===== src/rtl/core/rbrh_pkg.sv =====
// ----------------------------------------------------------------------------
// rbrh_pkg: shared types and constants of the road block hit test
// Holds the word that travels along the cell chain and the register map codes.
// ----------------------------------------------------------------------------
`default_nettype none

package rbrh_pkg;

    localparam int unsigned ADDR_W     = 6;
    localparam int unsigned BYTE_W     = 8;
    localparam int unsigned BLK_IDX_W  = 4;
    localparam int unsigned MAX_BLOCKS = 16;

    // Command codes
    localparam logic CMD_WRITE = 1'b0;
    localparam logic CMD_QUERY = 1'b1;

    // Register bank select, taken from the upper two address bits
    localparam logic [1:0] BANK_X    = 2'd0;
    localparam logic [1:0] BANK_Y    = 2'd1;
    localparam logic [1:0] BANK_SIZE = 2'd2;

    // Height is this base minus the low nibble of the size byte
    localparam logic [4:0] HEIGHT_BASE = 5'd16;

    // One word in flight along the chain
    typedef struct packed {
        logic              valid;
        logic              command;
        logic [ADDR_W-1:0] reg_address;
        logic [BYTE_W-1:0] write_data;
        logic [BYTE_W-1:0] pixel_x;
        logic [BYTE_W-1:0] pixel_y;
        logic              hit;
    } token_t;

endpackage

`default_nettype wire


===== src/rtl/core/road_block_rectangle_hit.sv =====
// ----------------------------------------------------------------------------
// road_block_rectangle_hit: road block generator pixel hit test
// Chain of block cells; register writes and pixel queries flow through it.
// ----------------------------------------------------------------------------
// Every word (register write or pixel query) enters a chain of NUM_BLOCKS
// cells, one per road block, and moves one cell per cycle unless the chain
// holds; its result leaves after passing the register of every cell. A new
// word is accepted every cycle while the result side takes results; the
// whole chain holds as one when a waiting result is stalled. Writes update
// a cell as they pass it, so every query sees exactly the writes accepted
// before it. Writes to bytes 48 to 63, or to blocks at or beyond NUM_BLOCKS,
// have no visible effect. A write returns road_pixel 0.
`default_nettype none

module road_block_rectangle_hit #(
    parameter int unsigned NUM_BLOCKS = 16
) (
    input  wire logic                            clk,
    input  wire logic                            rst_n,
    input  wire logic                            req_valid,
    output logic                                 req_stall,
    input  wire logic                            command,
    input  wire logic [rbrh_pkg::ADDR_W-1:0]     reg_address,
    input  wire logic [rbrh_pkg::BYTE_W-1:0]     write_data,
    input  wire logic [rbrh_pkg::BYTE_W-1:0]     pixel_x,
    input  wire logic [rbrh_pkg::BYTE_W-1:0]     pixel_y,
    output logic                                 rsp_valid,
    input  wire logic                            rsp_stall,
    output logic                                 road_pixel
);
    import rbrh_pkg::*;

    token_t chain [0:NUM_BLOCKS];
    logic   adv;

    // Hold the whole chain while the last result waits
    assign adv       = !(chain[NUM_BLOCKS].valid && rsp_stall);
    assign req_stall = !adv;

    // Build the entry word
    always_comb
    begin
        chain[0].valid       = req_valid;
        chain[0].command     = command;
        chain[0].reg_address = reg_address;
        chain[0].write_data  = write_data;
        chain[0].pixel_x     = pixel_x;
        chain[0].pixel_y     = pixel_y;
        chain[0].hit         = 1'b0;
    end

    for (genvar i = 0; i < NUM_BLOCKS; i++)
    begin : g_cell
        rbrh_cell #(
            .IDX (i)
        ) u_cell (
            .clk   (clk),
            .rst_n (rst_n),
            .adv   (adv),
            .tok_i (chain[i]),
            .tok_o (chain[i+1])
        );
    end

    assign rsp_valid  = chain[NUM_BLOCKS].valid;
    assign road_pixel = chain[NUM_BLOCKS].hit;

    // A write word never reports a hit
    a_write_no_hit: assert property (@(posedge clk) disable iff (!rst_n)
        (rsp_valid && chain[NUM_BLOCKS].command == CMD_WRITE) |-> !road_pixel)
        else $error("write word left the chain with a hit");

    // Input is held back only by a stalled waiting result
    a_stall_cause: assert property (@(posedge clk) disable iff (!rst_n)
        req_stall |-> (rsp_valid && rsp_stall))
        else $error("input stalled without a waiting result");

    // A word held in the first cell moves into the second on the next cycle when the chain advances
    a_chain_moves: assert property (@(posedge clk) disable iff (!rst_n)
        (adv && chain[1].valid) |=> (chain[NUM_BLOCKS >= 2 ? 2 : 1].valid ||
                                     NUM_BLOCKS < 2))
        else $error("word lost inside the chain");

endmodule

`default_nettype wire


===== src/rtl/core/rbrh_cell.sv =====
// ----------------------------------------------------------------------------
// rbrh_cell: one road block of the chain
// Holds the start x, start y and size byte of its block, takes writes aimed
// at them as they pass, and ORs its own hit into passing pixel queries.
// ----------------------------------------------------------------------------
`default_nettype none

module rbrh_cell #(
    parameter int unsigned IDX = 0
) (
    input  wire logic            clk,
    input  wire logic            rst_n,
    input  wire logic            adv,
    input  wire rbrh_pkg::token_t tok_i,
    output rbrh_pkg::token_t     tok_o
);
    import rbrh_pkg::*;

    logic [BYTE_W-1:0] sx_reg;
    logic [BYTE_W-1:0] sy_reg;
    logic [BYTE_W-1:0] sz_reg;
    logic              valid_reg;
    token_t            pay_reg;
    token_t            pay_next;

    logic [3:0]        width;
    logic [4:0]        height;
    logic [BYTE_W:0]   x_end;
    logic [BYTE_W:0]   y_end;
    logic              mine;
    logic              addr_match;
    logic              is_write;

    // Test the passing pixel against this block, end bounds exclusive
    always_comb
    begin
        width  = sz_reg[7:4];
        height = HEIGHT_BASE - {1'b0, sz_reg[3:0]};
        x_end  = {1'b0, sx_reg} + {5'b0, width};
        y_end  = {1'b0, sy_reg} + {4'b0, height};
        mine   = (tok_i.pixel_x >= sx_reg) && ({1'b0, tok_i.pixel_x} < x_end) &&
                 (tok_i.pixel_y >= sy_reg) && ({1'b0, tok_i.pixel_y} < y_end);
        addr_match = (tok_i.reg_address[BLK_IDX_W-1:0] == IDX[BLK_IDX_W-1:0]);
        is_write   = tok_i.valid && (tok_i.command == CMD_WRITE) && addr_match;
    end

    // Capture writes aimed at this block
    always_ff @(posedge clk or negedge rst_n)
    begin
        if (!rst_n)
        begin
            sx_reg <= '0;
            sy_reg <= '0;
            sz_reg <= '0;
        end
        else if (adv && is_write)
        begin
            case (tok_i.reg_address[ADDR_W-1:BLK_IDX_W])
                BANK_X:    sx_reg <= tok_i.write_data;
                BANK_Y:    sy_reg <= tok_i.write_data;
                BANK_SIZE: sz_reg <= tok_i.write_data;
                default:   ;
            endcase
        end
    end

    // Fold this block's hit into the passing word
    always_comb
    begin
        pay_next     = tok_i;
        pay_next.hit = tok_i.hit | ((tok_i.command == CMD_QUERY) & mine);
    end

    // Advance the word to the next cell
    always_ff @(posedge clk or negedge rst_n)
    begin
        if (!rst_n)
        begin
            valid_reg <= 1'b0;
        end
        else if (adv)
        begin
            valid_reg <= tok_i.valid;
        end
    end

    always_ff @(posedge clk)
    begin
        if (adv)
        begin
            pay_reg <= pay_next;
        end
    end

    always_comb
    begin
        tok_o       = pay_reg;
        tok_o.valid = valid_reg;
    end

endmodule

`default_nettype wire

===== config.mk =====
export PLATFORM = sky130hd
export DESIGN_NAME = road_block_rectangle_hit
export DESIGN_NICKNAME = d
export VERILOG_FILES = /design/src/rtl/core/rbrh_pkg.sv /design/src/rtl/core/road_block_rectangle_hit.sv /design/src/rtl/core/rbrh_cell.sv
export SDC_FILE = /design/constraint.sdc
export NUM_CORES = 2
export LEC_CHECK = 0
export BUFFER_PORTS_ARGS = -buffer_cell sky130_fd_sc_hd__buf_2
export CORE_UTILIZATION = 40
export CTS_BUF_LIST = sky130_fd_sc_hd__clkbuf_8
export CTS_CLUSTER_DIAMETER = 150
export DETAILED_ROUTE_END_ITERATION = 10
export PLACE_DENSITY_LB_ADDON = 0.12
export SLEW_MARGIN = 20
export SYNTH_ARGS = -nofsm -noshare
export SYNTH_HDL_FRONTEND = slang
export SYNTH_SLANG_ARGS = --single-unit

===== constraint.sdc =====
create_clock -name clk -period 24.6 [get_ports clk]
set_input_delay 3.69 -clock clk [delete_from_list [all_inputs] [get_ports clk]]
set_output_delay 3.69 -clock clk [all_outputs]
set_load 0.1 [all_outputs]

# Word level (Yosys, flattened, before mapping)
# Cells that the tools add are included.
[totals]
inputBits = 35
ff_bits = 881
word_cells = 524
[classes]
order_cmp = 64
reduce_logical = 163
n_addsub = 48
eq_ne = 47
n_bitwise = 47
[op_table]
columns = ["cell", "n"]
rows = [
  ["< comparator 8 x 9 -> 1 bit", 32],
  [">= comparator 8 bit", 32],
  ["adder 8 x 4 -> 9 bit", 16],
  ["adder 8 x 5 -> 9 bit", 16],
  ["logical AND 1 bit", 97],
  ["AND reduction 2 bit", 48],
  ["subtractor 5 x 4 -> 5 bit (first input constant)", 16],
  ["== test 2 x 1 -> 1 bit (second input constant)", 16],
  ["== test 2 bit (second input constant)", 16],
  ["== test 4 bit (second input constant)", 8],
  ["logical NOT 2 bit", 16],
  ["AND 1 bit", 16],
  ["== test 4 x 3 -> 1 bit (second input constant)", 4],
  ["inverter 1 bit", 16],
  ["OR 1 bit", 15],
  ["== test 4 x 2 -> 1 bit (second input constant)", 2],
  ["== test 4 x 1 -> 1 bit (second input constant)", 1],
  ["logical NOT 4 bit", 1],
  ["logical NOT 1 bit", 1],
]

# Longest topological paths before layout
[logic_depth]
ltp_word = 7
mapped_depth = 15
ltp_nobuf = 15

# Hierarchy
# From an unflattened synthesis, not the netlist that was laid out.
[hier_totals]
cells_unflattened = 3981
area_unflattened_um2 = 50123.1
[by_module_without_submodules]
columns = ["module", "area_per_inst_um2", "cells_per_inst", "n_inst"]
rows = [
  ["rbrh_cell at g_cell[10].u_cell ...", 3156.8, 244, 3],
  ["rbrh_cell at g_cell[13].u_cell ...", 3149.3, 244, 2],
  ["rbrh_cell at g_cell[1].u_cell ...", 3094.2, 260, 2],
  ["rbrh_cell at g_cell[6].u_cell", 3141.8, 245, 1],
  ["rbrh_cell at g_cell[8].u_cell", 3141.8, 243, 1],
  ["rbrh_cell at g_cell[9].u_cell", 3140.5, 245, 1],
  ["rbrh_cell at g_cell[11].u_cell", 3133.0, 250, 1],
  ["rbrh_cell at g_cell[3].u_cell", 3133.0, 251, 1],
  ["rbrh_cell at g_cell[7].u_cell", 3133.0, 252, 1],
  ["rbrh_cell at g_cell[15].u_cell", 3131.8, 250, 1],
  ["rbrh_cell at g_cell[4].u_cell", 3103.0, 251, 1],
  ["rbrh_cell at g_cell[0].u_cell", 3094.2, 251, 1],
  ["road_block_rectangle_hit", 13.8, 3, 1],
]

# Worst setup path after synthesis
# Ideal clock, no wire load.
[synth_path]
path_kind = "input to register"
startpoint = "input port rsp_stall"
endpoint = "register g_cell[0].u_cell.pay_reg, in the netlist g_cell[0].u_cell.tok_o[0] (enable)"
n_path_buf = 2
setup_ps = 1037
path_stages = 3
arrival_ps = 17147
setup_slack_ps = 6416
required_ps = 23563
cell_sequence = "nand2_2 buf_6 clkbuf_1"
[synth_via]
elab_chain_len = 1
[synth_lines]
columns = ["element", "line", "text"]
rows = [
  ["start, declared", "road_block_rectangle_hit.sv:28", "input wire logic rsp_stall,"],
  ["logical AND 1 bit", "road_block_rectangle_hit.sv:37", "assign adv = !(chain[NUM_BLOCKS].valid && rsp_stall);"],
  ["end signal, assigned", "rbrh_cell.sv:91", "pay_reg <= pay_next;"],
  ["end, declared", "rbrh_cell.sv:23", "token_t pay_reg;"],
]
# No other way between the ends.
# A chain may end at the register's enable or synchronous reset.

# Worst setup path in the final report
[layout_path]
startpoint = "input port rsp_stall"
endpoint = "output port req_stall"
[layout_via]
elab_chain_len = 1
[layout_lines]
columns = ["element", "line", "text"]
rows = [
  ["logical AND 1 bit", "road_block_rectangle_hit.sv:37", ""],
  ["end, declared", "road_block_rectangle_hit.sv:21", "output logic req_stall,"],
]
# No other way between the ends.

==> metrics.json <==
{
  "fp.dieArea": {"value": 0.120, "unit": "sq mm"},
  "worst-endpoint-arrival": {"value": 5.10, "unit": "ns"},
  "globalplace.congestion": {"value": 0.791},
  "power.leakage": {"value": 24.3, "unit": "nW"},
  "finalInstanceArea": {"value": 0.0529, "unit": "sq mm"},
  "max-slew-margin-rel": {"value": 0.327},
  "route.layer.met1.wl": {"value": 54600, "unit": "um"},
  "ctsLongestPathBuffers": {"value": 3},
  "largest_register_ffs": {"value": 481},
  "postPlaceCellArea": {"value": 0.0497, "unit": "sq mm"},
  "fin_nets": {"value": 4768},
  "drive_above_1_share": {"value": 0.124},
  "routed.top_layer": {"value": "met4"},
  "rsz0062_at_grt": {"value": "no"},
  "dp.final_hpwl": {"value": 79400, "unit": "um"},
  "ant_nets": {"value": 0},
  "final_core_utilization": {"value": 0.448},
  "switchingPower": {"value": 2.89, "unit": "mW"},
  "p_seq_frac": {"value": 0.400},
  "p_comb_frac": {"value": 0.413},
  "routed-wl-met3": {"value": 3620, "unit": "um"},
  "share_of_the_clock_period_used_by_the_worst_path_after_layout": {"value": 0.357},
  "path_class": {"value": "input pin to primary output"},
  "netlist_area": {"value": 0.0475, "unit": "sq mm"},
  "ys_ff_latch": {"value": 881},
  "post_synth_inst_count": {"value": 3859},
  "ir_drop": {"value": 0.0491, "unit": "mV"},
  "source_to_sink_clock_delay_at_the_later_pin_of_the_worst_skew_pair": {"value": 0.84, "unit": "ns"},
  "critical_path.endpoint_type": {"value": "primary output"},
  "post_place_setup_slack": {"value": 15.80, "unit": "ns"},
  "maxSlewViolCount": {"value": 0},
  "critical_path_peak_fanout": {"value": 35},
  "drt_iter0_markers": {"value": 1593},
  "power_density": {"value": 141, "unit": "mW/mm^2"},
  "seq_area_frac_synth": {"value": 0.515},
  "layout.cells.most_common": {"value": "ha_1"},
  "cts.repair_timing.setup_buffer_count": {"value": 0},
  "drv_cap": {"value": 0},
  "synth.lib_cells_used.distinct": {"value": 60},
  "row_count": {"value": 126},
  "synth_enable_flop_cells": {"value": 481},
  "cts_tree": {"value": "done"},
  "synth_warnings": {"value": 0},
  "grt_antenna_before_repair": {"value": 4},
  "syn-mean-instance-area": {"value": 12.3, "unit": "sq um"},
  "clock-skew-final": {"value": 0.0322, "unit": "ns"},
  "worstSetupStartpointType": {"value": "input pin"},
  "clock_buffer_count_from_cts": {"value": 157},
  "die_width": {"value": 347, "unit": "um"},
  "i_o_pins": {"value": 38},
  "num_vias": {"value": 29000},
  "syn_to_final_growth": {"value": 11.3, "unit": "%"},
  "htree_levels": {"value": 4},
  "finalPower": {"value": 7.45, "unit": "mW"},
  "grt_pass1_wl": {"value": 172000, "unit": "um"},
  "clkTransAtPathRegs": {"value": 0.06, "unit": "ns"},
  "fmaxAchievable": {"value": 114, "unit": "MHz"},
  "finalWorstSetupSlack": {"value": 15.81, "unit": "ns"},
  "floorplan.initialDensity": {"value": 0.403},
  "fin_crit": {"value": 8.79, "unit": "ns"},
  "post_cts_hold_buffer_count": {"value": 0},
  "setup_viol": {"value": 0},
  "synth_nets": {"value": 4581},
  "avgViaCountPerCell": {"value": 5.07},
  "worst-endpoint-required": {"value": 20.91, "unit": "ns"},
  "groute.usage.overall": {"value": 0.183},
  "layout_common_cells": {"value": "655 x ha_1, 481 x edfxtp_1, 400 x dfrtp_1"},
  "clock-root-buffer": {"value": "clkbuf_8"},
  "post_drt_wl_per_cell": {"value": 18.6, "unit": "um"},
  "async_reset_ff_frac": {"value": 0.454},
  "first_pass_iters": {"value": 6},
  "sw_ratio": {"value": 0.388},
  "total_routed_wirelength": {"value": 106000, "unit": "um"},
  "die_y": {"value": 347, "unit": "um"},
  "overflow": {"value": 0},
  "intPower": {"value": 4.56, "unit": "mW"},
  "synthFlopType": {"value": "edfxtp_1"},
  "core": {"value": 0.118, "unit": "sq mm"},
  "clock_share_of_power": {"value": 0.187},
  "grt_pass1_vias": {"value": 29538},
  "cts-resized-gates": {"value": 0},
  "met2WireLength": {"value": 46600, "unit": "um"},
  "fin_tns_setup": {"value": 0, "unit": "ns"},
  "tritoncts_num_sinks": {"value": 881},
  "status": {"value": "finished, final reports clean"},
  "worst_slew_pin_slew": {"value": 1.00, "unit": "ns"},
  "port_buffers": {"value": 37},
  "grt_start_max_net_pins": {"value": 148},
  "drc_errors": {"value": 0},
  "hold_viol_final": {"value": 0},
  "worst_hold_path_type": {"value": "register to register"},
  "fill_cells": {"value": 10840}
}
metrics by stage:
step,std cells,hold slack (ns)
5_1_grt,5714,0.448
4_1_cts,5713,0.436
6_report,5715,0.434
3_5_place_dp,5423,0.427
2_1_floorplan,3859,0.417
3_3_place_gp,5423,0.425
kinds of logic after synthesis:
group	count (synthesis)	share of synthesized area
adders and majority gates	687	0.186
and+or+nand+nor	675	0.0706
AOI/OAI and AO/OA	829	0.111
buffers and inverters	365	0.0297
muxes	198	0.0469
xor gates and xnor gates	224	0.0413
DFF	881	0.515
path summary, 6_finish.rpt:
path	from	endpoint	slack, ns	cells after the start
min in group asynchronous	rst_n	g_cell[15].u_cell.sx_reg[5]$_DFFE_PN0P_	2.82	1
setup / recovery	rsp_stall	req_stall	15.81	4
hold / removal	g_cell[1].u_cell.tok_o[26]$_DFFE_PN_	g_cell[2].u_cell.tok_o[26]$_DFFE_PN_	0.43	0
hold reg to reg	g_cell[1].u_cell.tok_o[26]$_DFFE_PN_	g_cell[2].u_cell.tok_o[26]$_DFFE_PN_	0.43	0
max in group asynchronous	rst_n	g_cell[6].u_cell.sy_reg[1]$_DFFE_PN0P_	18.73	4
setup reg to reg	g_cell[15].u_cell.valid_reg$_DFFE_PN0N_	g_cell[6].u_cell.sy_reg[0]$_DFFE_PN0P_	20.30	8
critical path, cell delays in order:
cell and delay (ns):
buf_2 0.13, nand2_8 0.21, inv_2 0.49, buf_2 0.52
cell usage after synthesis (all sizes together), types with 10 or more instances:
cell,number,area [sq um]
a2111oi,18,158
a211o,10,87.6
a211oi,21,158
a21boi,21,158
a21o,110,826
a21oi,151,756
a31o,15,131
buf,12,85.1
clkbuf,21,78.8
dfrtp,400,10000
edfxtp,481,14400
fa,32,641
ha,655,8200
inv,332,1250
mux2,198,2230
nand2,314,1190
nand2b,22,138
nand3,36,180
nand4,30,188
nor2,81,304
nor2b,33,206
nor3,72,409
nor3b,54,477
o2111ai,37,324
o211ai,12,90.1
o21a,53,398
o21ai,304,1520
o221ai,21,184
o22ai,16,100
or3,12,95.1
xnor2,206,1800
xor2,18,158
layer usage:
layer / up-vias / track usage
li1: 14568 / -
met1: 13938 / 0.268
met2: 351 / 0.278
met3: 143 / 0.0306
met4: 0 / 0.0489
met5: - / 0
final cells by class:
class	count	area (sq um)	area share
inverters	332	1250	0.0236
flip-flops and latches	881	24500	0.463
clock buffers	179	2460	0.0466
well taps	1536	1920	0.0363
clock inverters	111	742	0.0140
diodes	2	5.00	0.0000947
repair buffers	61	392	0.00741
multi-input cells	2613	21600	0.409
power groups by stage:
stage	clock network (mW)	registers [mW]	logic (mW)
after floorplan	0	2.76	2.45
after global placement	0	3.04	3.02
after detailed placement	0	3.03	3.07
after CTS	1.44	3.01	3.11
after global routing	1.51	3.08	3.60
final	1.39	2.98	3.08
No activity file was read; power rests on OpenSTA's default activity.
